**src/rtl/core/i2cmw_pkg.sv**
```systemverilog
// i2cmw_pkg: shared types and constants for the i2c master write sequencer
// command codes, input beat and result beat layouts; no dependencies

package i2cmw_pkg;

    typedef enum logic [1:0] {
        CMD_TICK  = 2'd0,
        CMD_START = 2'd1,
        CMD_DATA  = 2'd2,
        CMD_NONE  = 2'd3
    } cmd_t;

    localparam logic [7:0] BYTE_MSB = 8'h80;

    typedef struct packed {
        cmd_t       cmd;
        logic [7:0] address;
        logic       read_flag;
        logic [7:0] byte_count;
        logic [7:0] data_byte;
        logic       sda_level;
    } cmd_item_t;

    typedef struct packed {
        logic       scl_drive_low;
        logic       sda_drive_low;
        logic       byte_request;
        logic       busy_res;
        logic       done_res;
        logic [7:0] bytes_written;
    } res_item_t;

endpackage

```
**src/rtl/core/i2cmw_cmd_if.sv**
```systemverilog
// i2cmw_cmd_if: valid/ready channel carrying command beats
// depends on i2cmw_pkg

interface i2cmw_cmd_if;
    logic                  valid;
    logic                  ready;
    i2cmw_pkg::cmd_item_t  payload;

    modport source (output valid, output payload, input ready);
    modport sink   (input valid, input payload, output ready);
endinterface

```
**src/rtl/core/i2cmw_res_if.sv**
```systemverilog
// i2cmw_res_if: valid/ready channel carrying result beats
// depends on i2cmw_pkg

interface i2cmw_res_if;
    logic                  valid;
    logic                  ready;
    i2cmw_pkg::res_item_t  payload;

    modport source (output valid, output payload, input ready);
    modport sink   (input valid, input payload, output ready);
endinterface

```
**src/rtl/core/i2cmw_seq.sv**
```systemverilog
// i2cmw_seq: pin phase state machine, one command beat per step_en
// depends on i2cmw_pkg

module i2cmw_seq
(
    input  logic                  clk,
    input  logic                  rst_n,
    input  logic                  step_en,
    input  i2cmw_pkg::cmd_item_t  item,
    output i2cmw_pkg::res_item_t  result
);

    typedef enum logic [3:0] {
        PH_IDLE  = 4'd0,
        PH_S1    = 4'd1,
        PH_S2    = 4'd2,
        PH_BDRV  = 4'd3,
        PH_BHIGH = 4'd4,
        PH_BLOW  = 4'd5,
        PH_AREL  = 4'd6,
        PH_ASAMP = 4'd7,
        PH_ASDA  = 4'd8,
        PH_WAIT  = 4'd9,
        PH_P1    = 4'd10,
        PH_P2    = 4'd11,
        PH_P3    = 4'd12
    } phase_t;

    phase_t     phase_reg, phase_next, phase_cur;
    logic [2:0] bit_index_reg, bit_index_next;
    logic [7:0] shift_reg, shift_next;
    logic [7:0] bytes_left_reg, bytes_left_next;
    logic [7:0] total_reg, total_next;
    logic       ack_ok_reg, ack_ok_next;
    logic       scl_reg, scl_next;
    logic       sda_reg, sda_next;
    logic       done;
    logic [7:0] count;

    always_comb
    begin
        phase_cur = (phase_reg > PH_P3) ? PH_IDLE : phase_reg;
    end

    always_comb
    begin
        phase_next      = phase_cur;
        bit_index_next  = bit_index_reg;
        shift_next      = shift_reg;
        bytes_left_next = bytes_left_reg;
        total_next      = total_reg;
        ack_ok_next     = ack_ok_reg;
        scl_next        = scl_reg;
        sda_next        = sda_reg;
        done            = 1'b0;
        count           = 8'd0;
        case (item.cmd)
            i2cmw_pkg::CMD_TICK:
            begin
                case (phase_cur)
                    PH_S1:
                    begin
                        sda_next   = 1'b1;
                        phase_next = PH_S2;
                    end
                    PH_S2:
                    begin
                        scl_next       = 1'b1;
                        bit_index_next = 3'd0;
                        phase_next     = PH_BDRV;
                    end
                    PH_BDRV:
                    begin
                        sda_next   = ~|(shift_reg & i2cmw_pkg::BYTE_MSB);
                        phase_next = PH_BHIGH;
                    end
                    PH_BHIGH:
                    begin
                        scl_next   = 1'b0;
                        phase_next = PH_BLOW;
                    end
                    PH_BLOW:
                    begin
                        scl_next   = 1'b1;
                        shift_next = {shift_reg[6:0], 1'b0};
                        if (bit_index_reg == 3'd7)
                        begin
                            bit_index_next = 3'd0;
                            phase_next     = PH_AREL;
                        end
                        else
                        begin
                            bit_index_next = bit_index_reg + 3'd1;
                            phase_next     = PH_BDRV;
                        end
                    end
                    PH_AREL:
                    begin
                        sda_next   = 1'b0;
                        scl_next   = 1'b0;
                        phase_next = PH_ASAMP;
                    end
                    PH_ASAMP:
                    begin
                        ack_ok_next = ~item.sda_level;
                        scl_next    = 1'b1;
                        phase_next  = PH_ASDA;
                    end
                    PH_ASDA:
                    begin
                        sda_next = 1'b1;
                        if (ack_ok_reg && (bytes_left_reg != 8'd0))
                            phase_next = PH_WAIT;
                        else
                            phase_next = PH_P1;
                    end
                    PH_P1:
                    begin
                        sda_next   = 1'b1;
                        phase_next = PH_P2;
                    end
                    PH_P2:
                    begin
                        scl_next   = 1'b0;
                        phase_next = PH_P3;
                    end
                    PH_P3:
                    begin
                        sda_next   = 1'b0;
                        done       = 1'b1;
                        count      = ack_ok_reg ? total_reg : 8'd0;
                        phase_next = PH_IDLE;
                    end
                    PH_WAIT:
                    begin
                        phase_next = PH_WAIT;
                    end
                    default:
                    begin
                        phase_next = PH_IDLE;
                    end
                endcase
            end
            i2cmw_pkg::CMD_START:
            begin
                if (phase_cur == PH_IDLE)
                begin
                    shift_next      = item.address + {7'd0, item.read_flag};
                    bytes_left_next = item.byte_count;
                    total_next      = item.byte_count;
                    bit_index_next  = 3'd0;
                    ack_ok_next     = 1'b0;
                    phase_next      = PH_S1;
                end
            end
            i2cmw_pkg::CMD_DATA:
            begin
                if (phase_cur == PH_WAIT)
                begin
                    shift_next      = item.data_byte;
                    bytes_left_next = bytes_left_reg - 8'd1;
                    bit_index_next  = 3'd0;
                    phase_next      = PH_BDRV;
                end
            end
            default:
            begin
                phase_next = phase_cur;
            end
        endcase
    end

    always_comb
    begin
        result.scl_drive_low = scl_next;
        result.sda_drive_low = sda_next;
        result.byte_request  = (phase_next == PH_WAIT);
        result.busy_res      = (phase_next != PH_IDLE);
        result.done_res      = done;
        result.bytes_written = count;
    end

    always_ff @(posedge clk or negedge rst_n)
    begin
        if (!rst_n)
        begin
            phase_reg      <= PH_IDLE;
            bit_index_reg  <= 3'd0;
            shift_reg      <= 8'd0;
            bytes_left_reg <= 8'd0;
            total_reg      <= 8'd0;
            ack_ok_reg     <= 1'b0;
            scl_reg        <= 1'b0;
            sda_reg        <= 1'b0;
        end
        else if (step_en)
        begin
            phase_reg      <= phase_next;
            bit_index_reg  <= bit_index_next;
            shift_reg      <= shift_next;
            bytes_left_reg <= bytes_left_next;
            total_reg      <= total_next;
            ack_ok_reg     <= ack_ok_next;
            scl_reg        <= scl_next;
            sda_reg        <= sda_next;
        end
    end

endmodule

```
**src/rtl/core/i2c_master_write_sequencer.sv**
```systemverilog
// i2c_master_write_sequencer: top level, input register, sequencer, result register
// depends on i2cmw_pkg, i2cmw_cmd_if, i2cmw_res_if, i2cmw_seq
//
// usage:
//   req carries command beats: tick (one pin phase), start (address, read
//   flag, byte count) or data (next byte while byte_request is high).
//   rsp carries exactly one result beat per command beat, in order: the
//   open-drain pin drives after the beat, byte_request, busy, and done with
//   the number of bytes written (0 after any nack).
//   a beat passes through the input register, then the sequencer's
//   combinational phase update, then the result register; one beat per cycle
//   is taken while rsp does not stall.
//   if rsp stalls, the input register still takes one more beat, then req
//   ready drops until the result register empties; no beat is lost.
//   reset (rst_n low, asynchronous) returns the sequencer to idle with both
//   lines released and empties both registers.

module i2c_master_write_sequencer
(
    input  logic         clk,
    input  logic         rst_n,
    i2cmw_cmd_if.sink    req,
    i2cmw_res_if.source  rsp
);

    logic                  in_valid_reg;
    i2cmw_pkg::cmd_item_t  in_item_reg;
    logic                  out_valid_reg;
    i2cmw_pkg::res_item_t  out_item_reg;
    i2cmw_pkg::res_item_t  step_result;
    logic                  advance;

    assign advance   = in_valid_reg && (!out_valid_reg || rsp.ready);
    assign req.ready = !in_valid_reg || advance;

    i2cmw_seq u_seq
    (
        .clk     (clk),
        .rst_n   (rst_n),
        .step_en (advance),
        .item    (in_item_reg),
        .result  (step_result)
    );

    always_ff @(posedge clk or negedge rst_n)
    begin
        if (!rst_n)
        begin
            in_valid_reg  <= 1'b0;
            out_valid_reg <= 1'b0;
        end
        else
        begin
            if (req.ready)
                in_valid_reg <= req.valid;
            if (advance)
                out_valid_reg <= 1'b1;
            else if (rsp.ready)
                out_valid_reg <= 1'b0;
        end
    end

    always_ff @(posedge clk)
    begin
        if (req.valid && req.ready)
            in_item_reg <= req.payload;
        if (advance)
            out_item_reg <= step_result;
    end

    assign rsp.valid   = out_valid_reg;
    assign rsp.payload = out_item_reg;

endmodule

```
**src/flat_wrapper.sv**
```systemverilog
// flat-port wrapper written by rule: the top's interface ports become plain ports
module i2c_master_write_sequencer_flat 
  (clk, rst_n, req_valid, req_payload, req_ready, rsp_valid, rsp_payload, rsp_ready);
  i2cmw_cmd_if req_i ();
  i2cmw_res_if rsp_i ();
  input  logic clk;
  input  logic rst_n;
  input wire logic [$bits(req_i.valid)-1:0] req_valid;
  input wire logic [$bits(req_i.payload)-1:0] req_payload;
  output wire logic [$bits(req_i.ready)-1:0] req_ready;
  output wire logic [$bits(rsp_i.valid)-1:0] rsp_valid;
  output wire logic [$bits(rsp_i.payload)-1:0] rsp_payload;
  input wire logic [$bits(rsp_i.ready)-1:0] rsp_ready;
  assign req_i.valid = req_valid;
  assign req_i.payload = req_payload;
  assign req_ready = req_i.ready;
  assign rsp_valid = rsp_i.valid;
  assign rsp_payload = rsp_i.payload;
  assign rsp_i.ready = rsp_ready;
  i2c_master_write_sequencer u_core (.clk(clk), .rst_n(rst_n), .req(req_i), .rsp(rsp_i));
endmodule
```
**config.mk**
```make
export PLATFORM = sky130hd
export DESIGN_NAME = i2c_master_write_sequencer_flat
export DESIGN_NICKNAME = d
export VERILOG_FILES = /design/src/rtl/core/i2cmw_pkg.sv /design/src/rtl/core/i2cmw_cmd_if.sv /design/src/rtl/core/i2cmw_res_if.sv /design/src/rtl/core/i2cmw_seq.sv /design/src/rtl/core/i2c_master_write_sequencer.sv /design/src/flat_wrapper.sv
export SDC_FILE = /design/constraint.sdc
export NUM_CORES = 1
export LEC_CHECK = 0
export BUFFER_PORTS_ARGS = -buffer_cell sky130_fd_sc_hd__buf_2
export CELL_PAD_IN_SITES_DETAIL_PLACEMENT = 1
export CELL_PAD_IN_SITES_GLOBAL_PLACEMENT = 2
export CORE_UTILIZATION = 35
export DETAILED_ROUTE_END_ITERATION = 10
export PLACE_DENSITY = 0.87
export SYNTH_ARGS = -nofsm -noshare
export SYNTH_HDL_FRONTEND = slang
export SYNTH_SLANG_ARGS = --single-unit
```
**constraint.sdc**
```tcl
create_clock -name clk -period 2.5 [get_ports clk]
set_input_delay 0.375 -clock clk [delete_from_list [all_inputs] [get_ports clk]]
set_output_delay 0.375 -clock clk [all_outputs]
set_load 0.03 [all_outputs]
```
# --- Word level (Yosys, flattened, before mapping) ---
# Index checks and enable logic that the tools add are counted.
word_totals:
  elab_cells: 103
  ff_bits: 77
  inputBits: 32
  out_inout_bits: 15
op_classes:
  n_eq_ne: 21
  muxes: 29
  order_cmp: 1
  reduce_logical: 26
  bitwise_logic: 1
  add_sub_neg: 3
op_table:
  columns: ["cell", "count"]
  rows:
  - ["one-hot mux 4 bit (11 select lines)", 1]
  - ["two-way mux 8 bit", 5]
  - ["equality test 4 bit, second input constant", 6]
  - ["one-hot mux 8 bit (3 select lines)", 1]
  - ["equality test 4 x 3 -> 1 bit, second input constant", 4]
  - ["one-hot mux 8 bit (2 select lines)", 1]
  - ["two-way mux 3 bit", 4]
  - ["two-way mux 4 bit", 3]
  - ["one-hot mux 4 bit (3 select lines)", 1]
  - ["AND reduction 5 bit", 2]
  - ["one-hot mux 3 bit (3 select lines)", 1]
  - ["OR reduction 3 bit", 3]
  - ["adder 8 x 1 -> 8 bit", 1]
  - ["equality test 4 x 2 -> 1 bit, second input constant", 2]
  - ["AND reduction 4 bit", 2]
  - ["nonzero test 8 bit", 1]
  - ["subtractor 8 x 1 -> 8 bit, second input constant", 1]
  - ["two-way mux 1 bit", 7]
  - ["one-hot mux 3 bit (2 select lines)", 1]
  - ["AND reduction 3 bit", 2]
  - ["nonzero test 2 bit", 3]
  - ["equality test 4 x 1 -> 1 bit, second input constant", 1]
  - ["> comparator 4 bit, second input constant", 1]
  - ["logical NOT 4 bit", 1]
  - ["18 further kinds", 26]

# --- Longest topological paths before layout ---
# Gate-level depths: netlist of run 1.
depth:
  word_depth: 6
  mapped_depth: 8
  mapped_depth_nobuf: 7

# --- Modules after synthesis ---
# Synthesis of run 1 repeated with hierarchy kept, for this count alone.
unflattened:
  hier_cells: 332
  area_unflattened_um2: 3854.9
by_module_without_submodules:
  columns: ["mod", "cells_per_inst", "area_each_um2", "n_inst", "seq_area_each_um2"]
  rows:
  - ["i2cmw_seq", 283, 2519.9, 1, 850.8]
  - ["i2c_master_write_sequencer", 49, 1335.0, 1, 1281.2]

# --- Worst setup path after synthesis of run 1 ---
# Ideal clock, no wire load.
synth_path:
  path_type: "flip-flop to flip-flop"
  startpoint: "reg u_core.in_item_reg[26] (netlist name)"
  endpoint: "reg u_core.out_item_reg, in the netlist u_core.rsp.payload[10] (data pin)"
  setup_ps: 255
  arrival_ps: 2226
  n_path_buf: 0
  required_ps: 2245
  path_stages_with_launch: 7
  slack_ps: 18
  synth_period_minus_slack_ps: 2482
  path_cell_list: "edfxtp_1 ha_1 or4b_2 o32ai_1 a21boi_0 a2111oi_0 and3b_1"
synth_lines:
  columns: ["element", "line", "rtl"]
  rows:
  - ["start: declaration", "i2c_master_write_sequencer.sv:27", "i2cmw_pkg::cmd_item_t in_item_reg;"]
  - ["start signal: assignment", "i2c_master_write_sequencer.sv:66", "in_item_reg <= req.payload;"]
  - ["end signal: assignment", "i2c_master_write_sequencer.sv:68", "out_item_reg <= step_result;"]
  - ["end: declaration", "i2c_master_write_sequencer.sv:29", "i2cmw_pkg::res_item_t out_item_reg;"]

# --- Final worst setup path of run 1 ---
layout_path:
  startpoint: "reg u_core.u_seq.phase_reg[2]"
  endpoint: "reg u_core.u_seq.shift_reg[0]"
layout_via:
  elab_chain_cells: 5
  word_cells_on_any_way: 9
  cone_classes: "order compare (1); eq/ne (5); mux (1); reduce/logical (2)"
layout_lines:
  columns: ["element", "line", "rtl"]
  rows:
  - ["start: declaration", "i2cmw_seq.sv:29", "phase_t phase_reg, phase_next, phase_cur;"]
  - ["start signal: assignment", "i2cmw_seq.sv:198", "phase_reg <= phase_next;"]
  - ["> comparator 4 bit", "i2cmw_seq.sv:42", "phase_cur = (phase_reg > PH_P3) ? PH_IDLE : phase_reg;"]
  - ["two-way mux 4 bit *", "i2cmw_seq.sv:42", null]
  - ["equality test 4 x 3 -> 1 bit, or another cell as far along", "i2cmw_seq.sv:60", "case (phase_cur)"]
  - ["!= test 2 x 1 -> 1 bit (no source line) / != test 2 bit (equally long branches)", null, null]
  - ["AND reduction 5 bit (no source line) *", null, null]
  - ["end signal: assignment", "i2cmw_seq.sv:200", "shift_reg <= shift_next;"]
  - ["end: declaration", "i2cmw_seq.sv:31", "logic [7:0] shift_reg, shift_next;"]
# Mark *: on every way between the ends. The rest lies on a longest branch, timed or not.
# A chain may end at the register's enable or synchronous reset.

==> results of run 1 <==
metrics by stage:
stage               cell area (um^2)  hold slack (ns)  setup WS, ns  utilization (%)
floorplan                       3861          0.07941       0.01827                -
global placement                4397           0.4581        0.1245            41.84
detailed placement              4397           0.4877      -0.03180            41.84
CTS                             4584           0.1460       0.01567            43.62
global route                    4617           0.1608      0.001298            43.93
finish                          4617           0.1211       0.08770            43.93
layout by cell type (no fill, tap or decap), types with 6 or more instances in the layout:
cell | netlist | layout
clkbuf_8 | 0 | 9
o21ai_0 | 18 | 18
nand2_1 | 30 | 30
o22ai_1 | 6 | 6
buf_2 | 2 | 46
ha_1 | 14 | 13
nor3_1 | 8 | 8
nor2b_1 | 8 | 8
and2_1 | 10 | 10
buf_4 | 1 | 25
a21oi_1 | 12 | 12
inv_1 | 16 | 16
dfrtp_1 | 36 | 35
nand3_1 | 10 | 10
a22oi_1 | 6 | 6
edfxtp_1 | 41 | 41
mux2_2 | 18 | 18
nor2_1 | 24 | 24
mux2i_1 | 6 | 6
final timing paths:
| path | slack, ns | to |
|---|---|---|
| setup / recovery | 0.09 | u_core.u_seq.shift_reg[0] |
| hold / removal | 0.12 | u_core.u_seq.total_reg[2] |
| setup reg to reg | 0.09 | u_core.u_seq.shift_reg[0] |
| hold reg to reg | 0.51 | u_core.u_seq.shift_reg[1] |
| max in group asynchronous | 1.78 | u_core.u_seq.phase_reg[3] |
| min in group clk | 0.18 | u_core.in_item_reg[14] |
Yosys cell counts, types with 4 or more instances:
cell type / count / area, um^2
nor2b_1: 8 / 50.05
mux2_2: 18 / 202.7
ha_1: 14 / 175.2
nand2_1: 30 / 112.6
o22ai_1: 6 / 37.54
nand3_1: 10 / 50.05
a22oi_1: 6 / 45.04
nor2_1: 24 / 90.09
inv_1: 16 / 60.06
o21ai_0: 18 / 90.09
clkbuf_1: 8 / 30.03
a31oi_1: 5 / 31.28
a21oi_1: 12 / 60.06
edfxtp_1: 41 / 1231
and2_1: 10 / 62.56
nor3_1: 8 / 40.04
dfrtp_1: 36 / 900.9
a21boi_0: 4 / 30.03
mux2i_1: 6 / 60.06
nand2b_1: 5 / 31.28
power groups by stage:
stage | registers [mW] | clock network (mW) | logic [mW]
finish | 1.75 | 0.906 | 0.929
global route | 1.78 | 0.977 | 1.03
detailed placement | 1.77 | 0 | 0.914
CTS | 1.75 | 0.921 | 0.922
floorplan | 1.76 | 0 | 0.602
global placement | 1.75 | 0 | 0.875
worst max-delay path: stages, from the launching register on:
cell and delay (ns):
dfrtp_1 0.46, or4_4 0.59, a311o_2 0.49, nand2b_4 0.21
nor2_8 0.20, mux2_2 0.36
cell type report:
class | instances | share of cell area, %
well taps | 136 | 3.686
clock buffers | 9 | 2.683
inverters | 17 | 1.382
flip-flops and latches | 77 | 46.21
repair buffers | 71 | 9.051
clock inverters | 7 | 1.382
multi-input cells | 234 | 35.61
cell families after synthesis:
logic type / share of synthesized area [%]
compound gates: 12.48
fa+ha+maj: 4.537
xor+xnor: 1.361
mux: 7.194
simple gates: 16.20
buf+inv: 3.014
flops: 55.22
repair_timing:
item / in CTS / in global routing
pin swaps: 0 / 0
gates resized for setup: 1 / 8
endpoints found under the hold margin: 0 / 0
endpoints found under the setup margin: 1 / 18
hold buffers: 0 / 0
cloned: 0 / 0
per-layer routing:
layer / GRT usage, % / vias up
met5: 0 / -
met2: 30.23 / 55
met4: 5.284 / 0
met1: 21.56 / 1429
li1: - / 1375
met3: 3.465 / 9
==> flow_summary.json, run 1 <==
{
  "tns_ns": 0,
  "dieArea_mm2": 0.01146,
  "rows": 37,
  "cts_sinks": 77,
  "wl_per_cell_um": 16.48,
  "drt_iter0_drc": 107,
  "maxCapViolations": 0,
  "vdd_drop_max_v": 0.0003615,
  "critPathCaptureType": "flop",
  "met3_length_um": 285,
  "power.internal_mw": 2.394,
  "die_height_um": 107.0,
  "ys.flop_type": "edfxtp_1",
  "wirelength_mm": 9.083,
  "multi_input_area_mm2": 0.001644,
  "period_share_pct": 96.49,
  "power_frac_seq_pct": 48.8,
  "cts_tree": "yes",
  "worst-slew-pin-transition_ns": 0.8736,
  "top_level_ports": 47,
  "finalPower_mw": 3.581,
  "leakage_nw": 1.924,
  "drc_errors": 0,
  "worstPathArrival_ns": 2.66,
  "numPlacedInstances": 535,
  "path_max_fanout": 8,
  "gp_congestion": 0.8709,
  "swShare_pct": 33.15,
  "hold_path.class": "input port to asynchronous set/reset pin",
  "yosys_warnings": 0,
  "status": "complete, no violations",
  "dr_total_vias": 2868,
  "drive_gt1_share_pct": 30.12,
  "reg2reg_depth": 5,
  "num-fill-cells": 1162,
  "grt_pass1_vias": 3024,
  "rsz0062_at_grt": "false",
  "p_per_area_mw_per_mm2": 775.5,
  "clock_skew_ns": 0.01242,
  "relSlewSlack_pct": 41.76,
  "finalNetCount": 456,
  "top_layer": "met4",
  "syn_nets": 386,
  "insertion_delay_ns": 0.36,
  "grt_max_degree": 37,
  "power.net_switching_mw": 1.187,
  "cts-root-buf": "clkbuf_8",
  "area_growth_pct": 19.57,
  "die_width_um": 107.0,
  "max_freq_mhz": 414.5,
  "initial_core_util_pct": 36.74,
  "power_frac_comb_pct": 26.0,
  "worstSetupPathType": "flop to flop",
  "synth-edff-count": 41,
  "dp_hpwl_mm": 6.829,
  "required_ns": 2.74,
  "period_minus_slack_ns": 2.412,
  "seqCellArea_mm2": 0.002133,
  "synthArstFlopShare_pct": 46.75,
  "io_buffers": 46,
  "yosysUniqueCellTypes": 60,
  "hold_violations": 0,
  "stdcell_count": 551,
  "dr_wl_met2_mm": 4.503,
  "cts_setup_buffers": 0,
  "pwr-share-clk_pct": 25.3,
  "clkSlewWorstSetupHoldPaths_ns": 0.09,
  "wl_met1_mm": 4.182,
  "synth.avg_cell_area_um2": 11.36,
  "cts-buffers-inserted": 9,
  "yosys_register_bits": 77,
  "diodes": 0,
  "dr.pass1.iters": 4,
  "core-area_mm2": 0.01051,
  "ys_seq_area_share_pct": 55.22,
  "cts_buffer_depth": 2,
  "cp-start-kind": "flop",
  "largest_register_ffs": 28,
  "grt_pass1_wl_mm": 15.13,
  "overflow": 0,
  "antenna_found_initial": 0,
  "cp-startpoint": "u_core.u_seq.phase_reg[2]",
  "synthesis.area_mm2": 0.003861,
  "grt_use_total_pct": 17.34,
  "r2r_start": "u_core.u_seq.phase_reg[2]",
  "finalSetupViolations": 0,
  "htreeDepth": 3,
  "postRouteAntennaNets": 0,
  "final_max_slew_viol_count": 0,
  "vias_per_cell": 5.205,
  "syn_inst": 340
}
Note: power is estimated with default switching activity, not from simulation.
==> run 2: changes to the inputs <==
--- a/config.mk
+++ b/config.mk
@@ -7,8 +7,8 @@
 export LEC_CHECK = 0
 export BUFFER_PORTS_ARGS = -buffer_cell sky130_fd_sc_hd__buf_2
 export CELL_PAD_IN_SITES_DETAIL_PLACEMENT = 1
-export CELL_PAD_IN_SITES_GLOBAL_PLACEMENT = 2
-export CORE_UTILIZATION = 35
+export CELL_PAD_IN_SITES_GLOBAL_PLACEMENT = 1
+export CORE_UTILIZATION = 42
 export DETAILED_ROUTE_END_ITERATION = 10
 export PLACE_DENSITY = 0.87
 export SYNTH_ARGS = -nofsm -noshare
==> run 2 against run 1 <==
  * The flow now finishes with violations (DRC)
  * Largest cell class unchanged
  * First-iteration DRC count up 54%
  * Sequential cell count unchanged
  * Worst setup slack worse by 0.0043 ns
  * Clock power up 4.1%
  * Cell count down 5.6%
  * Wire length up 14%
  * Highest routed layer unchanged
  * Total power up 1.9%
  * Critical endpoint is now u_core.u_seq.shift_reg[1]
  * Utilization up 7.9 points
  * Die area down 16%
==> flow_summary.json, run 2 (same netlist as run 1, synthesis figures left out) <==
{
  "status": "finished, violations left",
  "violations": "DRC",
  "power_frac_seq_pct": 48.1,
  "cts_sinks": 77,
  "leakage_nw": 1.914,
  "max_freq_mhz": 413.8,
  "cts_buffer_depth": 2,
  "worstPathArrival_ns": 2.65,
  "wirelength_mm": 10.33,
  "critPathSlowestCell": "or4_4",
  "htreeDepth": 3,
  "cts-root-buf": "clkbuf_8",
  "drive_gt1_share_pct": 28.88,
  "grt_pass1_vias": 3253,
  "worstSetupPathType": "flop to flop",
  "path_max_fanout": 10,
  "hold_violations": 0,
  "p_per_area_mw_per_mm2": 800.1,
  "finalPower_mw": 3.650,
  "top_level_ports": 47,
  "rows": 34,
  "io_buffers": 46,
  "insertion_delay_ns": 0.35,
  "finalInstanceArea_mm2": 0.004562,
  "maxCapViolations": 0,
  "clock_skew_ns": 0.01368,
  "worst-slew-pin-transition_ns": 0.8657,
  "critical_path.top_delay_family": "simple AND/OR/NAND/NOR gates",
  "hold_path.class": "input port to asynchronous set/reset pin",
  "stdcell_count": 520,
  "numPlacedInstances": 503,
  "layout_commonest_cell": "buf_2",
  "pwr-share-clk_pct": 25.8,
  "power.internal_mw": 2.467,
  "cts-hold-fix-buffers": 0,
  "num-fill-cells": 965,
  "finalSetupViolations": 0,
  "final_max_slew_viol_count": 0,
  "rsz0062_at_grt": "false",
  "finalNetCount": 453,
  "dieArea_mm2": 0.009580,
  "die_height_um": 97.88,
  "reg2reg_depth": 5,
  "utilization_pct": 51.80,
  "overflow": 0,
  "area_growth_pct": 18.15,
  "core-area_mm2": 0.008806,
  "dp_hpwl_mm": 7.168,
  "path_buf_inv": 0,
  "dr_total_vias": 3009,
  "antenna_found_initial": 0,
  "cts-buffers-inserted": 9,
  "power.net_switching_mw": 1.183,
  "drt_iter0_drc": 165,
  "swShare_pct": 32.41,
  "path_depth": 5,
  "relSlewSlack_pct": 42.29,
  "required_ns": 2.73,
  "grt_pass1_wl_mm": 16.60,
  "die_width_um": 97.88,
  "dr.pass1.iters": 7,
  "tns_ns": 0,
  "vdd_drop_max_v": 0.0005130,
  "diodes": 0,
  "cp-start-kind": "flop",
  "critPathCaptureType": "flop",
  "postRouteAntennaNets": 0,
  "final_cell_mix": "buf_2, edfxtp_1, dfrtp_1",
  "drc_errors": 1,
  "power_frac_comb_pct": 26.0,
  "largest_register_ffs": 28,
  "initial_core_util_pct": 43.85,
  "vias_per_cell": 5.787,
  "slowest_delay_ns": 0.58,
  "period_share_pct": 96.66,
  "place_area_mm2": 0.004332,
  "clkSlewWorstSetupHoldPaths_ns": 0.08,
  "cts_tree": "yes",
  "grt_use_total_pct": 22.42,
  "period_minus_slack_ns": 2.417,
  "gp_congestion": 0.9459,
  "wl_per_cell_um": 19.87,
  "grt_max_degree": 37,
  "crit_chain": "or4_4, a311o_2, nand2b_4, nor2_8, mux2_2"
}
run 2: worst paths after layout:
kind	startpoint	endpoint	slack [ns]
setup reg to reg	u_core.u_seq.phase_reg[2]	u_core.u_seq.shift_reg[1]	0.08
hold / removal	rst_n	u_core.u_seq.total_reg[0]	0.14
min in group clk	req_payload[17]	u_core.in_item_reg[17]	0.19
setup / recovery	u_core.u_seq.phase_reg[2]	u_core.u_seq.shift_reg[1]	0.08
max in group asynchronous	rst_n	u_core.u_seq.phase_reg[2]	1.77
hold reg to reg	u_core.u_seq.total_reg[7]	u_core.u_seq.total_reg[7]	0.49
run 2: final cells by class:
cell class              instances  area [um^2]  area share [%]
flip-flops and latches         77         2133           46.76
multi-input cells             234         1644           36.04
repair buffers                 68        395.4           8.667
well taps                     108        135.1           2.962
clock buffers                  11        131.4           2.880
inverters                      17        63.81           1.399
clock inverters                 5        58.81           1.289
run 2: power by group through the flow:
stage	clock, mW	sequential, mW	combinational, mW
finish	0.943	1.76	0.950
global placement	0	1.75	0.848
CTS	0.965	1.76	0.934
floorplan	0	1.76	0.602
global route	0.999	1.79	1.03
detailed placement	0	1.77	0.911
run 2: metal layers:
layer / global-route usage [%] / share of wire, % / up-vias
met3: 3.579 / 3.0 / 19
met2: 39.87 / 52 / 83
met5: 0 / 0 / -
met4: 9.091 / 2.3 / 0
li1: - / - / 1374
met1: 27.04 / 42 / 1533
run 2: stage by stage:
step | hold WS, ns | setup WS (ns)
2_1_floorplan | 0.07941 | 0.01827
3_3_place_gp | 0.4535 | 0.1124
3_5_place_dp | 0.4850 | 0.01386
4_1_cts | 0.1646 | 0.009363
5_1_grt | 0.1787 | 0.001890
6_report | 0.1372 | 0.08341
run 2: worst register-to-register path, cell delays in order (launching register included):
cell and delay [ns]:
dfrtp_2 0.49, or4_4 0.58, a311o_2 0.48, nand2b_4 0.20, nor2_8 0.19, mux2_2 0.36
run 2: what timing repair did:
item | in CTS | in global routing
pin swaps | 0 | 2
setup buffers | 0 | 1
endpoints found under the setup margin | 2 | 18
resized for setup | 2 | 8
